<file path="src/hw/rtl/rpn_pkg.sv">
// Shared constants, codes and types of the RPN stack evaluator.
`timescale 1ns / 1ps

package rpn_pkg;

  localparam int unsigned FRAC_BITS       = 16;
  localparam int unsigned DEF_STACK_DEPTH = 16;
  localparam int unsigned DEF_VALUE_WIDTH = 48;

  typedef enum logic [2:0] {
    ACT_PUSH   = 3'd0,
    ACT_ADD    = 3'd1,
    ACT_SUB    = 3'd2,
    ACT_MUL    = 3'd3,
    ACT_DIV    = 3'd4,
    ACT_SQUARE = 3'd5,
    ACT_END    = 3'd6
  } action_e;

  typedef enum logic [2:0] {
    ST_OK    = 3'd0,
    ST_COUNT = 3'd1,
    ST_UNDER = 3'd2,
    ST_FULL  = 3'd3,
    ST_DIV0  = 3'd4
  } status_e;

  typedef enum logic [1:0] {
    ALU_ADD = 2'd0,
    ALU_SUB = 2'd1,
    ALU_MUL = 2'd2,
    ALU_DIV = 2'd3
  } alu_op_e;

  typedef struct packed {
    logic    start;
    alu_op_e op;
  } alu_req_t;

endpackage

</file>
<file path="src/hw/rtl/rpn_ram.sv">
// Generic single-write, single-read RAM with registered read data.
`timescale 1ns / 1ps

module rpn_ram #(
  parameter int unsigned WIDTH = 8,
  parameter int unsigned DEPTH = 16,
  localparam int unsigned AW   = $clog2(DEPTH)
) (
  input  logic             clk_i,
  input  logic             we_i,
  input  logic [AW-1:0]    waddr_i,
  input  logic [WIDTH-1:0] wdata_i,
  input  logic [AW-1:0]    raddr_i,
  output logic [WIDTH-1:0] rdata_o
);

  logic [WIDTH-1:0] mem_q [DEPTH];
  logic [WIDTH-1:0] rdata_q;

  always_ff @(posedge clk_i) begin
    if (we_i) begin
      mem_q[waddr_i] <= wdata_i;
    end
    rdata_q <= mem_q[raddr_i];
  end

  assign rdata_o = rdata_q;

endmodule

</file>
<file path="src/hw/rtl/rpn_alu.sv">
// Shared arithmetic unit: saturating add/sub, shift-add multiply, restoring divide.
`timescale 1ns / 1ps

module rpn_alu
  import rpn_pkg::*;
#(
  parameter int unsigned VALUE_WIDTH = DEF_VALUE_WIDTH
) (
  input  logic                   clk_i,
  input  logic                   rst_ni,
  input  alu_req_t               req_i,
  input  logic [VALUE_WIDTH-1:0] a_i,
  input  logic [VALUE_WIDTH-1:0] b_i,
  output logic                   done_o,
  output logic [VALUE_WIDTH-1:0] res_o
);

  localparam int unsigned W    = VALUE_WIDTH;
  localparam int unsigned NW   = W + FRAC_BITS;
  localparam int unsigned PW   = 2 * W;
  localparam int unsigned MW   = ((PW - FRAC_BITS) > NW) ? (PW - FRAC_BITS) : NW;
  localparam int unsigned CNTW = $clog2(NW);

  localparam logic [W-1:0] VMAX = {1'b0, {(W-1){1'b1}}};
  localparam logic [W-1:0] VMIN = {1'b1, {(W-1){1'b0}}};

  typedef enum logic [2:0] {
    A_IDLE,
    A_MUL,
    A_DIV,
    A_ROUND,
    A_PACK
  } alu_state_e;

  alu_state_e      state_q, state_d;
  alu_op_e         op_q, op_d;
  logic            neg_q, neg_d;
  logic [W-1:0]    ma_q, ma_d;
  logic [W-1:0]    mb_q, mb_d;
  logic [PW-1:0]   acc_q, acc_d;
  logic [W-1:0]    rem_q, rem_d;
  logic [NW-1:0]   qn_q, qn_d;
  logic [MW-1:0]   mag_q, mag_d;
  logic [CNTW-1:0] cnt_q, cnt_d;
  logic [W-1:0]    res_q, res_d;
  logic            done_q, done_d;

  logic [W:0]      sum;
  logic [W:0]      mul_add;
  logic [W:0]      rem_shift;
  logic [W:0]      rem_diff;
  logic            rem_ge;
  logic [W-1:0]    lim;
  logic [W-1:0]    a_mag;
  logic [W-1:0]    b_mag;

  assign a_mag = a_i[W-1] ? (~a_i + W'(1)) : a_i;
  assign b_mag = b_i[W-1] ? (~b_i + W'(1)) : b_i;

  assign mul_add   = {1'b0, acc_q[PW-1:W]} + (mb_q[0] ? {1'b0, ma_q} : '0);
  assign rem_shift = {rem_q, qn_q[NW-1]};
  assign rem_diff  = rem_shift - {1'b0, mb_q};
  assign rem_ge    = rem_shift >= {1'b0, mb_q};
  assign lim       = neg_q ? VMIN : VMAX;

  always_comb begin
    state_d = state_q;
    op_d    = op_q;
    neg_d   = neg_q;
    ma_d    = ma_q;
    mb_d    = mb_q;
    acc_d   = acc_q;
    rem_d   = rem_q;
    qn_d    = qn_q;
    mag_d   = mag_q;
    cnt_d   = cnt_q;
    res_d   = res_q;
    done_d  = 1'b0;
    sum     = '0;

    case (state_q)
      A_IDLE: begin
        if (req_i.start) begin
          op_d  = req_i.op;
          neg_d = a_i[W-1] ^ b_i[W-1];
          ma_d  = a_mag;
          mb_d  = b_mag;
          case (req_i.op)
            ALU_ADD, ALU_SUB: begin
              if (req_i.op == ALU_ADD) begin
                sum = {a_i[W-1], a_i} + {b_i[W-1], b_i};
              end else begin
                sum = {a_i[W-1], a_i} - {b_i[W-1], b_i};
              end
              if (sum[W] != sum[W-1]) begin
                res_d = sum[W] ? VMIN : VMAX;
              end else begin
                res_d = sum[W-1:0];
              end
              done_d = 1'b1;
            end
            ALU_MUL: begin
              acc_d   = '0;
              cnt_d   = CNTW'(W - 1);
              state_d = A_MUL;
            end
            default: begin
              rem_d   = '0;
              qn_d    = {a_mag, {FRAC_BITS{1'b0}}};
              cnt_d   = CNTW'(NW - 1);
              state_d = A_DIV;
            end
          endcase
        end
      end
      A_MUL: begin
        // add the multiplicand when the multiplier bit is set, then shift right
        acc_d = {mul_add, acc_q[W-1:1]};
        mb_d  = mb_q >> 1;
        cnt_d = cnt_q - CNTW'(1);
        if (cnt_q == '0) begin
          state_d = A_ROUND;
        end
      end
      A_DIV: begin
        // one quotient bit per cycle
        rem_d = rem_ge ? rem_diff[W-1:0] : rem_shift[W-1:0];
        qn_d  = {qn_q[NW-2:0], rem_ge};
        cnt_d = cnt_q - CNTW'(1);
        if (cnt_q == '0) begin
          state_d = A_ROUND;
        end
      end
      A_ROUND: begin
        if (op_q == ALU_MUL) begin
          // floor shift of a signed product: bump the magnitude if bits drop out
          mag_d = MW'(acc_q >> FRAC_BITS)
                + MW'(neg_q && (acc_q[FRAC_BITS-1:0] != '0));
        end else begin
          mag_d = MW'(qn_q);
        end
        state_d = A_PACK;
      end
      A_PACK: begin
        if (mag_q > MW'(lim)) begin
          res_d = lim;
        end else begin
          res_d = neg_q ? (~mag_q[W-1:0] + W'(1)) : mag_q[W-1:0];
        end
        done_d  = 1'b1;
        state_d = A_IDLE;
      end
      default: begin
        state_d = A_IDLE;
      end
    endcase
  end

  always_ff @(posedge clk_i or negedge rst_ni) begin
    if (!rst_ni) begin
      state_q <= A_IDLE;
      done_q  <= 1'b0;
    end else begin
      state_q <= state_d;
      done_q  <= done_d;
    end
  end

  always_ff @(posedge clk_i) begin
    op_q  <= op_d;
    neg_q <= neg_d;
    ma_q  <= ma_d;
    mb_q  <= mb_d;
    acc_q <= acc_d;
    rem_q <= rem_d;
    qn_q  <= qn_d;
    mag_q <= mag_d;
    cnt_q <= cnt_d;
    res_q <= res_d;
  end

  assign done_o = done_q;
  assign res_o  = res_q;

endmodule

</file>
<file path="src/hw/rtl/rpn_stack_evaluator.sv">
// Top level of the RPN stack evaluator: token sequencer, operand stack and result register.
`timescale 1ns / 1ps

// Reverse Polish evaluator. Each token arrives as one input transaction: tuser
// carries the action (push, add, subtract, multiply, divide, square, end) and
// tdata the signed Q32.16 push value (other actions ignore it). Binary operators
// pop top t and next u and push u op t; square replaces the top with its square.
// Add, subtract, multiply and square saturate; divide truncates toward zero and
// saturates an out-of-range quotient. Underflow, a push onto a full stack and a
// zero divisor leave the stack unchanged and record a sticky error (first one
// wins). The end token emits one output transaction: tdata holds the value,
// tuser the status (ok, count not one, underflow, stack full, divide by zero);
// the value is zero unless the status is ok. End then clears stack and error.
// Action code 7 is dropped without effect. One token at a time: the input is
// ready only in idle, and end waits until the output register is free.
// Multiply, square and divide run on the shared arithmetic unit, which resolves
// one product or quotient bit per cycle. The output register lets a finished
// result wait for the sink while push tokens keep flowing.
module rpn_stack_evaluator
  import rpn_pkg::*;
#(
  parameter int unsigned STACK_DEPTH = DEF_STACK_DEPTH,
  parameter int unsigned VALUE_WIDTH = DEF_VALUE_WIDTH,
  localparam int unsigned DW         = ((VALUE_WIDTH + 7) / 8) * 8
) (
  input  logic          clk_i,
  input  logic          rst_ni,
  // Token in
  input  logic          s_axis_tvalid,
  output logic          s_axis_tready,
  input  logic [DW-1:0] s_axis_tdata,   // [VALUE_WIDTH-1:0] value, rest zero
  input  logic [2:0]    s_axis_tuser,   // [2:0] action
  // Result out
  output logic          m_axis_tvalid,
  input  logic          m_axis_tready,
  output logic [DW-1:0] m_axis_tdata,   // [VALUE_WIDTH-1:0] result_value, rest zero
  output logic [2:0]    m_axis_tuser    // [2:0] status
);

  localparam int unsigned W  = VALUE_WIDTH;
  localparam int unsigned CW = $clog2(STACK_DEPTH + 1);
  localparam int unsigned AW = $clog2(STACK_DEPTH);

  typedef enum logic [2:0] {
    S_IDLE,
    S_RD_T,
    S_RD_U,
    S_CALC,
    S_END_OUT
  } seq_state_e;

  seq_state_e    state_q, state_d;
  logic [CW-1:0] count_q, count_d;
  status_e       err_q, err_d;
  action_e       op_q, op_d;
  logic [W-1:0]  t_q, t_d;
  logic          out_valid_q, out_valid_d;
  logic [W-1:0]  out_value_q, out_value_d;
  status_e       out_status_q, out_status_d;

  logic          in_fire;
  logic          out_load;
  logic [CW-1:0] cnt_m1;
  logic [CW-1:0] cnt_m2;

  logic          ram_we;
  logic [AW-1:0] ram_waddr;
  logic [W-1:0]  ram_wdata;
  logic [AW-1:0] ram_raddr;
  logic [W-1:0]  ram_rdata;

  alu_req_t      alu_req;
  logic [W-1:0]  alu_a;
  logic [W-1:0]  alu_b;
  logic          alu_done;
  logic [W-1:0]  alu_res;

  assign s_axis_tready = (state_q == S_IDLE);
  assign in_fire       = s_axis_tvalid && s_axis_tready;
  assign cnt_m1        = count_q - CW'(1);
  assign cnt_m2        = count_q - CW'(2);
  // the output register takes a new result once the old one is gone or leaving
  assign out_load      = (state_q == S_END_OUT) && (!out_valid_q || m_axis_tready);

  rpn_ram #(
    .WIDTH (W),
    .DEPTH (STACK_DEPTH)
  ) u_stack (
    .clk_i   (clk_i),
    .we_i    (ram_we),
    .waddr_i (ram_waddr),
    .wdata_i (ram_wdata),
    .raddr_i (ram_raddr),
    .rdata_o (ram_rdata)
  );

  rpn_alu #(
    .VALUE_WIDTH (W)
  ) u_alu (
    .clk_i  (clk_i),
    .rst_ni (rst_ni),
    .req_i  (alu_req),
    .a_i    (alu_a),
    .b_i    (alu_b),
    .done_o (alu_done),
    .res_o  (alu_res)
  );

  always_comb begin
    state_d      = state_q;
    count_d      = count_q;
    err_d        = err_q;
    op_d         = op_q;
    t_d          = t_q;
    out_valid_d  = out_valid_q;
    out_value_d  = out_value_q;
    out_status_d = out_status_q;

    ram_we       = 1'b0;
    ram_waddr    = count_q[AW-1:0];
    ram_wdata    = s_axis_tdata[W-1:0];
    ram_raddr    = cnt_m1[AW-1:0];

    alu_req.start = 1'b0;
    alu_req.op    = ALU_ADD;
    alu_a         = ram_rdata;
    alu_b         = ram_rdata;

    // drop the held result once the sink takes it
    if (out_valid_q && m_axis_tready) begin
      out_valid_d = 1'b0;
    end

    case (state_q)
      S_IDLE: begin
        if (in_fire) begin
          op_d = action_e'(s_axis_tuser);
          case (action_e'(s_axis_tuser))
            ACT_PUSH: begin
              if (count_q == CW'(STACK_DEPTH)) begin
                if (err_q == ST_OK) begin
                  err_d = ST_FULL;
                end
              end else begin
                ram_we  = 1'b1;
                count_d = count_q + CW'(1);
              end
            end
            ACT_ADD, ACT_SUB, ACT_MUL, ACT_DIV: begin
              if (count_q < CW'(2)) begin
                if (err_q == ST_OK) begin
                  err_d = ST_UNDER;
                end
              end else begin
                state_d = S_RD_T;
              end
            end
            ACT_SQUARE: begin
              if (count_q == '0) begin
                if (err_q == ST_OK) begin
                  err_d = ST_UNDER;
                end
              end else begin
                state_d = S_RD_T;
              end
            end
            ACT_END: begin
              ram_raddr = '0;
              state_d   = S_END_OUT;
            end
            default: begin
              // unused action code: drop
            end
          endcase
        end
      end
      S_RD_T: begin
        // top of stack is on the read port now
        if (op_q == ACT_SQUARE) begin
          alu_req.start = 1'b1;
          alu_req.op    = ALU_MUL;
          state_d       = S_CALC;
        end else begin
          t_d       = ram_rdata;
          ram_raddr = cnt_m2[AW-1:0];
          state_d   = S_RD_U;
        end
      end
      S_RD_U: begin
        alu_b = t_q;
        if (op_q == ACT_DIV && t_q == '0) begin
          if (err_q == ST_OK) begin
            err_d = ST_DIV0;
          end
          state_d = S_IDLE;
        end else begin
          alu_req.start = 1'b1;
          case (op_q)
            ACT_ADD: alu_req.op = ALU_ADD;
            ACT_SUB: alu_req.op = ALU_SUB;
            ACT_MUL: alu_req.op = ALU_MUL;
            default: alu_req.op = ALU_DIV;
          endcase
          state_d = S_CALC;
        end
      end
      S_CALC: begin
        ram_wdata = alu_res;
        if (op_q == ACT_SQUARE) begin
          ram_waddr = cnt_m1[AW-1:0];
        end else begin
          ram_waddr = cnt_m2[AW-1:0];
        end
        if (alu_done) begin
          ram_we = 1'b1;
          if (op_q != ACT_SQUARE) begin
            count_d = cnt_m1;
          end
          state_d = S_IDLE;
        end
      end
      S_END_OUT: begin
        // hold the read on the bottom entry until the output register frees up
        ram_raddr = '0;
        if (out_load) begin
          out_valid_d = 1'b1;
          out_value_d = '0;
          if (err_q != ST_OK) begin
            out_status_d = err_q;
          end else if (count_q != CW'(1)) begin
            out_status_d = ST_COUNT;
          end else begin
            out_status_d = ST_OK;
            out_value_d  = ram_rdata;
          end
          count_d = '0;
          err_d   = ST_OK;
          state_d = S_IDLE;
        end
      end
      default: begin
        state_d = S_IDLE;
      end
    endcase
  end

  always_ff @(posedge clk_i or negedge rst_ni) begin
    if (!rst_ni) begin
      state_q     <= S_IDLE;
      count_q     <= '0;
      err_q       <= ST_OK;
      out_valid_q <= 1'b0;
    end else begin
      state_q     <= state_d;
      count_q     <= count_d;
      err_q       <= err_d;
      out_valid_q <= out_valid_d;
    end
  end

  always_ff @(posedge clk_i) begin
    op_q         <= op_d;
    t_q          <= t_d;
    out_value_q  <= out_value_d;
    out_status_q <= out_status_d;
  end

  assign m_axis_tvalid = out_valid_q;
  assign m_axis_tdata  = DW'(out_value_q);
  assign m_axis_tuser  = out_status_q;

`ifndef SYNTHESIS
  a_count_bound: assert property (@(posedge clk_i) disable iff (!rst_ni)
    count_q <= CW'(STACK_DEPTH))
    else $error("stack count beyond depth");

  a_done_in_calc: assert property (@(posedge clk_i) disable iff (!rst_ni)
    alu_done |-> state_q == S_CALC)
    else $error("arithmetic result with no operation waiting");

  a_err_sticky: assert property (@(posedge clk_i) disable iff (!rst_ni)
    (err_q != ST_OK && state_q != S_END_OUT) |=> err_q == $past(err_q))
    else $error("sticky error changed before end of expression");

  a_end_clears: assert property (@(posedge clk_i) disable iff (!rst_ni)
    out_load |=> (count_q == '0 && err_q == ST_OK && m_axis_tvalid))
    else $error("end token did not clear the stack");

  a_err_value_zero: assert property (@(posedge clk_i) disable iff (!rst_ni)
    (m_axis_tvalid && m_axis_tuser != ST_OK) |-> out_value_q == '0)
    else $error("nonzero value reported with an error status");
`endif

endmodule
</file>
<file path="config.mk">
export PLATFORM = sky130hd
export DESIGN_NAME = rpn_stack_evaluator
export DESIGN_NICKNAME = d
export VERILOG_FILES = /design/src/hw/rtl/rpn_pkg.sv /design/src/hw/rtl/rpn_ram.sv /design/src/hw/rtl/rpn_alu.sv /design/src/hw/rtl/rpn_stack_evaluator.sv
export SDC_FILE = /design/constraint.sdc
export NUM_CORES = 2
export LEC_CHECK = 0
export BUFFER_PORTS_ARGS = -buffer_cell sky130_fd_sc_hd__buf_4
export CAP_MARGIN = 5
export CELL_PAD_IN_SITES_DETAIL_PLACEMENT = 0
export CELL_PAD_IN_SITES_GLOBAL_PLACEMENT = 1
export CORE_MARGIN = 4
export CORE_UTILIZATION = 47
export DETAILED_ROUTE_END_ITERATION = 10
export GPL_TIMING_DRIVEN = 0
export PLACE_DENSITY = 0.73
export REMOVE_ABC_BUFFERS = 1
export SYNTH_ARGS = -nofsm -noshare
export SYNTH_HDL_FRONTEND = slang
export SYNTH_SLANG_ARGS = --single-unit
</file>
<file path="constraint.sdc">
create_clock -name clk_i -period 28.4 [get_ports clk_i]
set_clock_uncertainty 0.15 [all_clocks]
set_input_delay 1.42 -clock clk_i [delete_from_list [all_inputs] [get_ports clk_i]]
set_output_delay 1.42 -clock clk_i [all_outputs]
set_load 0.1 [all_outputs]
</file>
==> impl_metrics.json <==
{
  "postCtsSetupRepairBufs": 0,
  "firstDrtPassIters": 5,
  "h-tree-depth": 4,
  "cts.clk_slew.worst_paths_ps": 60,
  "rows": 140,
  "synth_cells": 5492,
  "cts_hold_buf": 0,
  "dp_cells": 7355,
  "grt_pass1_wl_um": 281000,
  "highest_layer": "met4",
  "synth_edf_count": 1311,
  "final_nets": 5858,
  "ctsResizeCount": 0,
  "arrival_ps": 9000,
  "grt_pass1_vias": 44100,
  "grt_overflow_total": 0,
  "setup_viol": 0,
  "die_h_um": 391,
  "ys_seq_elements": 1375,
  "synthTopCellsByArea": "edfxtp_1 57%, mux4_2 6.3%, ha_1 3.8%",
  "fin_util_pct": 54.1,
  "syn2layout_area_growth_pct": 14.4,
  "drc_errors": 0,
  "cts_max_path_buffers": 3,
  "grt_use_total_pct": 24.4,
  "start_util_pct": 47.3,
  "path_class": "reg -> reg",
  "timing.hold.ws_ps": 315,
  "drt_wl_total_um": 188000,
  "critPathRequiredTime_ps": 28810,
  "wl_per_cell_um": 24.6,
  "rsz0062_at_grt": "false",
  "route.met2.wl_um": 87400,
  "antenna_left": 0,
  "yosysTopAreaCell": "edfxtp_1",
  "syn_area_per_cell_um2": 12.5,
  "io_buffers": 107,
  "final.fill_count": 12200,
  "worstMarginPinSlew_ps": 1120,
  "place.gp.congestion": 0.873,
  "routed_via_density": 5.93,
  "status": "completed",
  "wl_met1_um": 83200,
  "drive_above_1_share_pct": 13.3,
  "cap_violations": 0,
  "syn_area_um2": 68900,
  "die_area_um2": 153000,
  "multi_input_area_um2": 27000,
  "core_area_um2": 146000,
  "final_cell_count_no_fill": 7637,
  "relSlewSlack_pct": 25.6,
  "hp-class": "in -> async",
  "antenna_found_initial": 7,
  "clock-sinks": 1375,
  "numCtsBuffers": 150,
  "cts_tree": "yes",
  "hold_violations": 0,
  "max_freq_mhz": 116,
  "async_flop_share_pct": 1.16,
  "min_period_over_period_pct": 30.3,
  "grt_start_max_net_pins": 98,
  "vias": 45300,
  "die_w_um": 391,
  "dpl.hpwl_um": 133000,
  "clock_latency_ps": 820,
  "clockRootBuffer": "clkbuf_16",
  "met3WireLength_um": 12200,
  "final_common_cell": "edfxtp_1",
  "ys_seq_area_share_pct": 59.1,
  "critPathCaptureType": "register",
  "register_area_um2": 40700,
  "slew_violations": 0,
  "worstPathMaxFanout": 56,
  "fin_crit_ps": 8590,
  "ios": 108,
  "drt_iter0_markers": 4259,
  "synth_ff_type": "edfxtp_1",
  "yosysUniqueCellTypes": 81,
  "yosysWarnings": 0,
  "critPathLaunchType": "register",
  "layout_common_cells": "1311 x edfxtp_1, 577 x nand2_1, 453 x nor2_1",
  "netlist.area_leader.share_pct": 57.1
}
[sequential cells by signal, indices dropped and copies added (netlist names)]
register,cells
u_alu.mag_q,80
err_q,3
u_alu.neg_q,1
t_q,48
op_q,3
m_axis_tuser,3
u_alu.cnt_q,6
u_alu.res_o,48
u_stack.rdata_o,48
u_alu.rem_q,48
u_alu.op_q,2
u_alu.ma_q,48
state_q,3
u_alu.done_o,1
u_alu.state_q,3
m_axis_tdata,48
u_stack.mem_q,768
u_alu.qn_q,64
u_alu.acc_q,96
count_q,5
m_axis_tvalid,1
u_alu.mb_q,48
[through the flow]
step	worst slack, ps	TNS [ps]	instance area [µm²]
after floorplan	7950	0	67800
after global placement	-707	-15140	71000
after detailed placement	19800	0	73700
after CTS	19760	0	78800
after global routing	19350	0	78800
final	19810	0	78800
[cells in the mapped netlist (all sizes together) (22+ instances only)]
cell type     n
edfxtp     1311
nand2       579
nor2        475
o21ai       308
clkbuf      233
mux2i       231
a21oi       230
ha          208
xnor2       198
mux4        192
xor2        140
inv         125
and2        123
and3        106
a21o         98
nor3         96
nand3        85
nand4        61
buf          51
nor4         51
a22oi        49
dfxtp        48
a31oi        46
o21a         37
o22ai        36
or3          34
nor2b        32
a211oi       27
nand2b       24
o31ai        24
o21bai       22
[final timing paths]
check                           slack, ps                to  cells past startpoint       start
worst max-delay path                19810    u_alu.res_o[1]                     17  state_q[2]
worst min-delay path                  320     m_axis_tvalid                      1      rst_ni
worst max register to register      19810    u_alu.res_o[1]                     17  state_q[2]
worst min register to register        380   m_axis_tuser[1]                      0    err_q[1]
max in group asynchronous           27540  u_alu.state_q[0]                      1      rst_ni
min in group clk_i                    380   m_axis_tuser[1]                      0    err_q[1]
[kinds of logic after synthesis]
kind of cell,Yosys count,share of synthesized area [%]
xor gates and xnor gates,338,4.30
DFF,1375,59.1
and+or+nand+nor,1736,11.8
muxes,437,9.87
adders and majority gates,211,3.86
AOI/OAI and AO/OA,986,8.82
buffers and inverters,409,2.24
[layer usage]
metal	vias to the layer above	GRT usage, %
met4	0	6.60
met2	1471	39.0
li1	20900	-
met5	-	0
met1	22700	35.3
met3	240	3.48
[critical path, stage by stage, from the launching register on]
cell	delay, ps
dfrtp_1	560
or3b_4	680
buf_16	290
a31oi_1	820
a21o_1	970
o21ai_0	450
ha_1	410
a211oi_1	310
o211ai_1	190
a211oi_1	840
o21ai_0	550
o2111ai_1	440
nand3_1	140
xnor2_1	190
nor3_1	500
nor2_4	160
buf_12	210
a22oi_1	410
[final cells by class]
cell class	instances	share of cell area, %
diodes	3	0.00952
clock buffers	195	5.24
clock inverters	82	1.28
inverters	125	0.595
multi-input cells	3708	34.2
flip-flops and latches	1375	51.7
well taps	1917	3.04
repair buffers	232	3.96
Power is not shown: default switching activity piles up to over one toggle a cycle in this logic, so the estimate is an artifact.
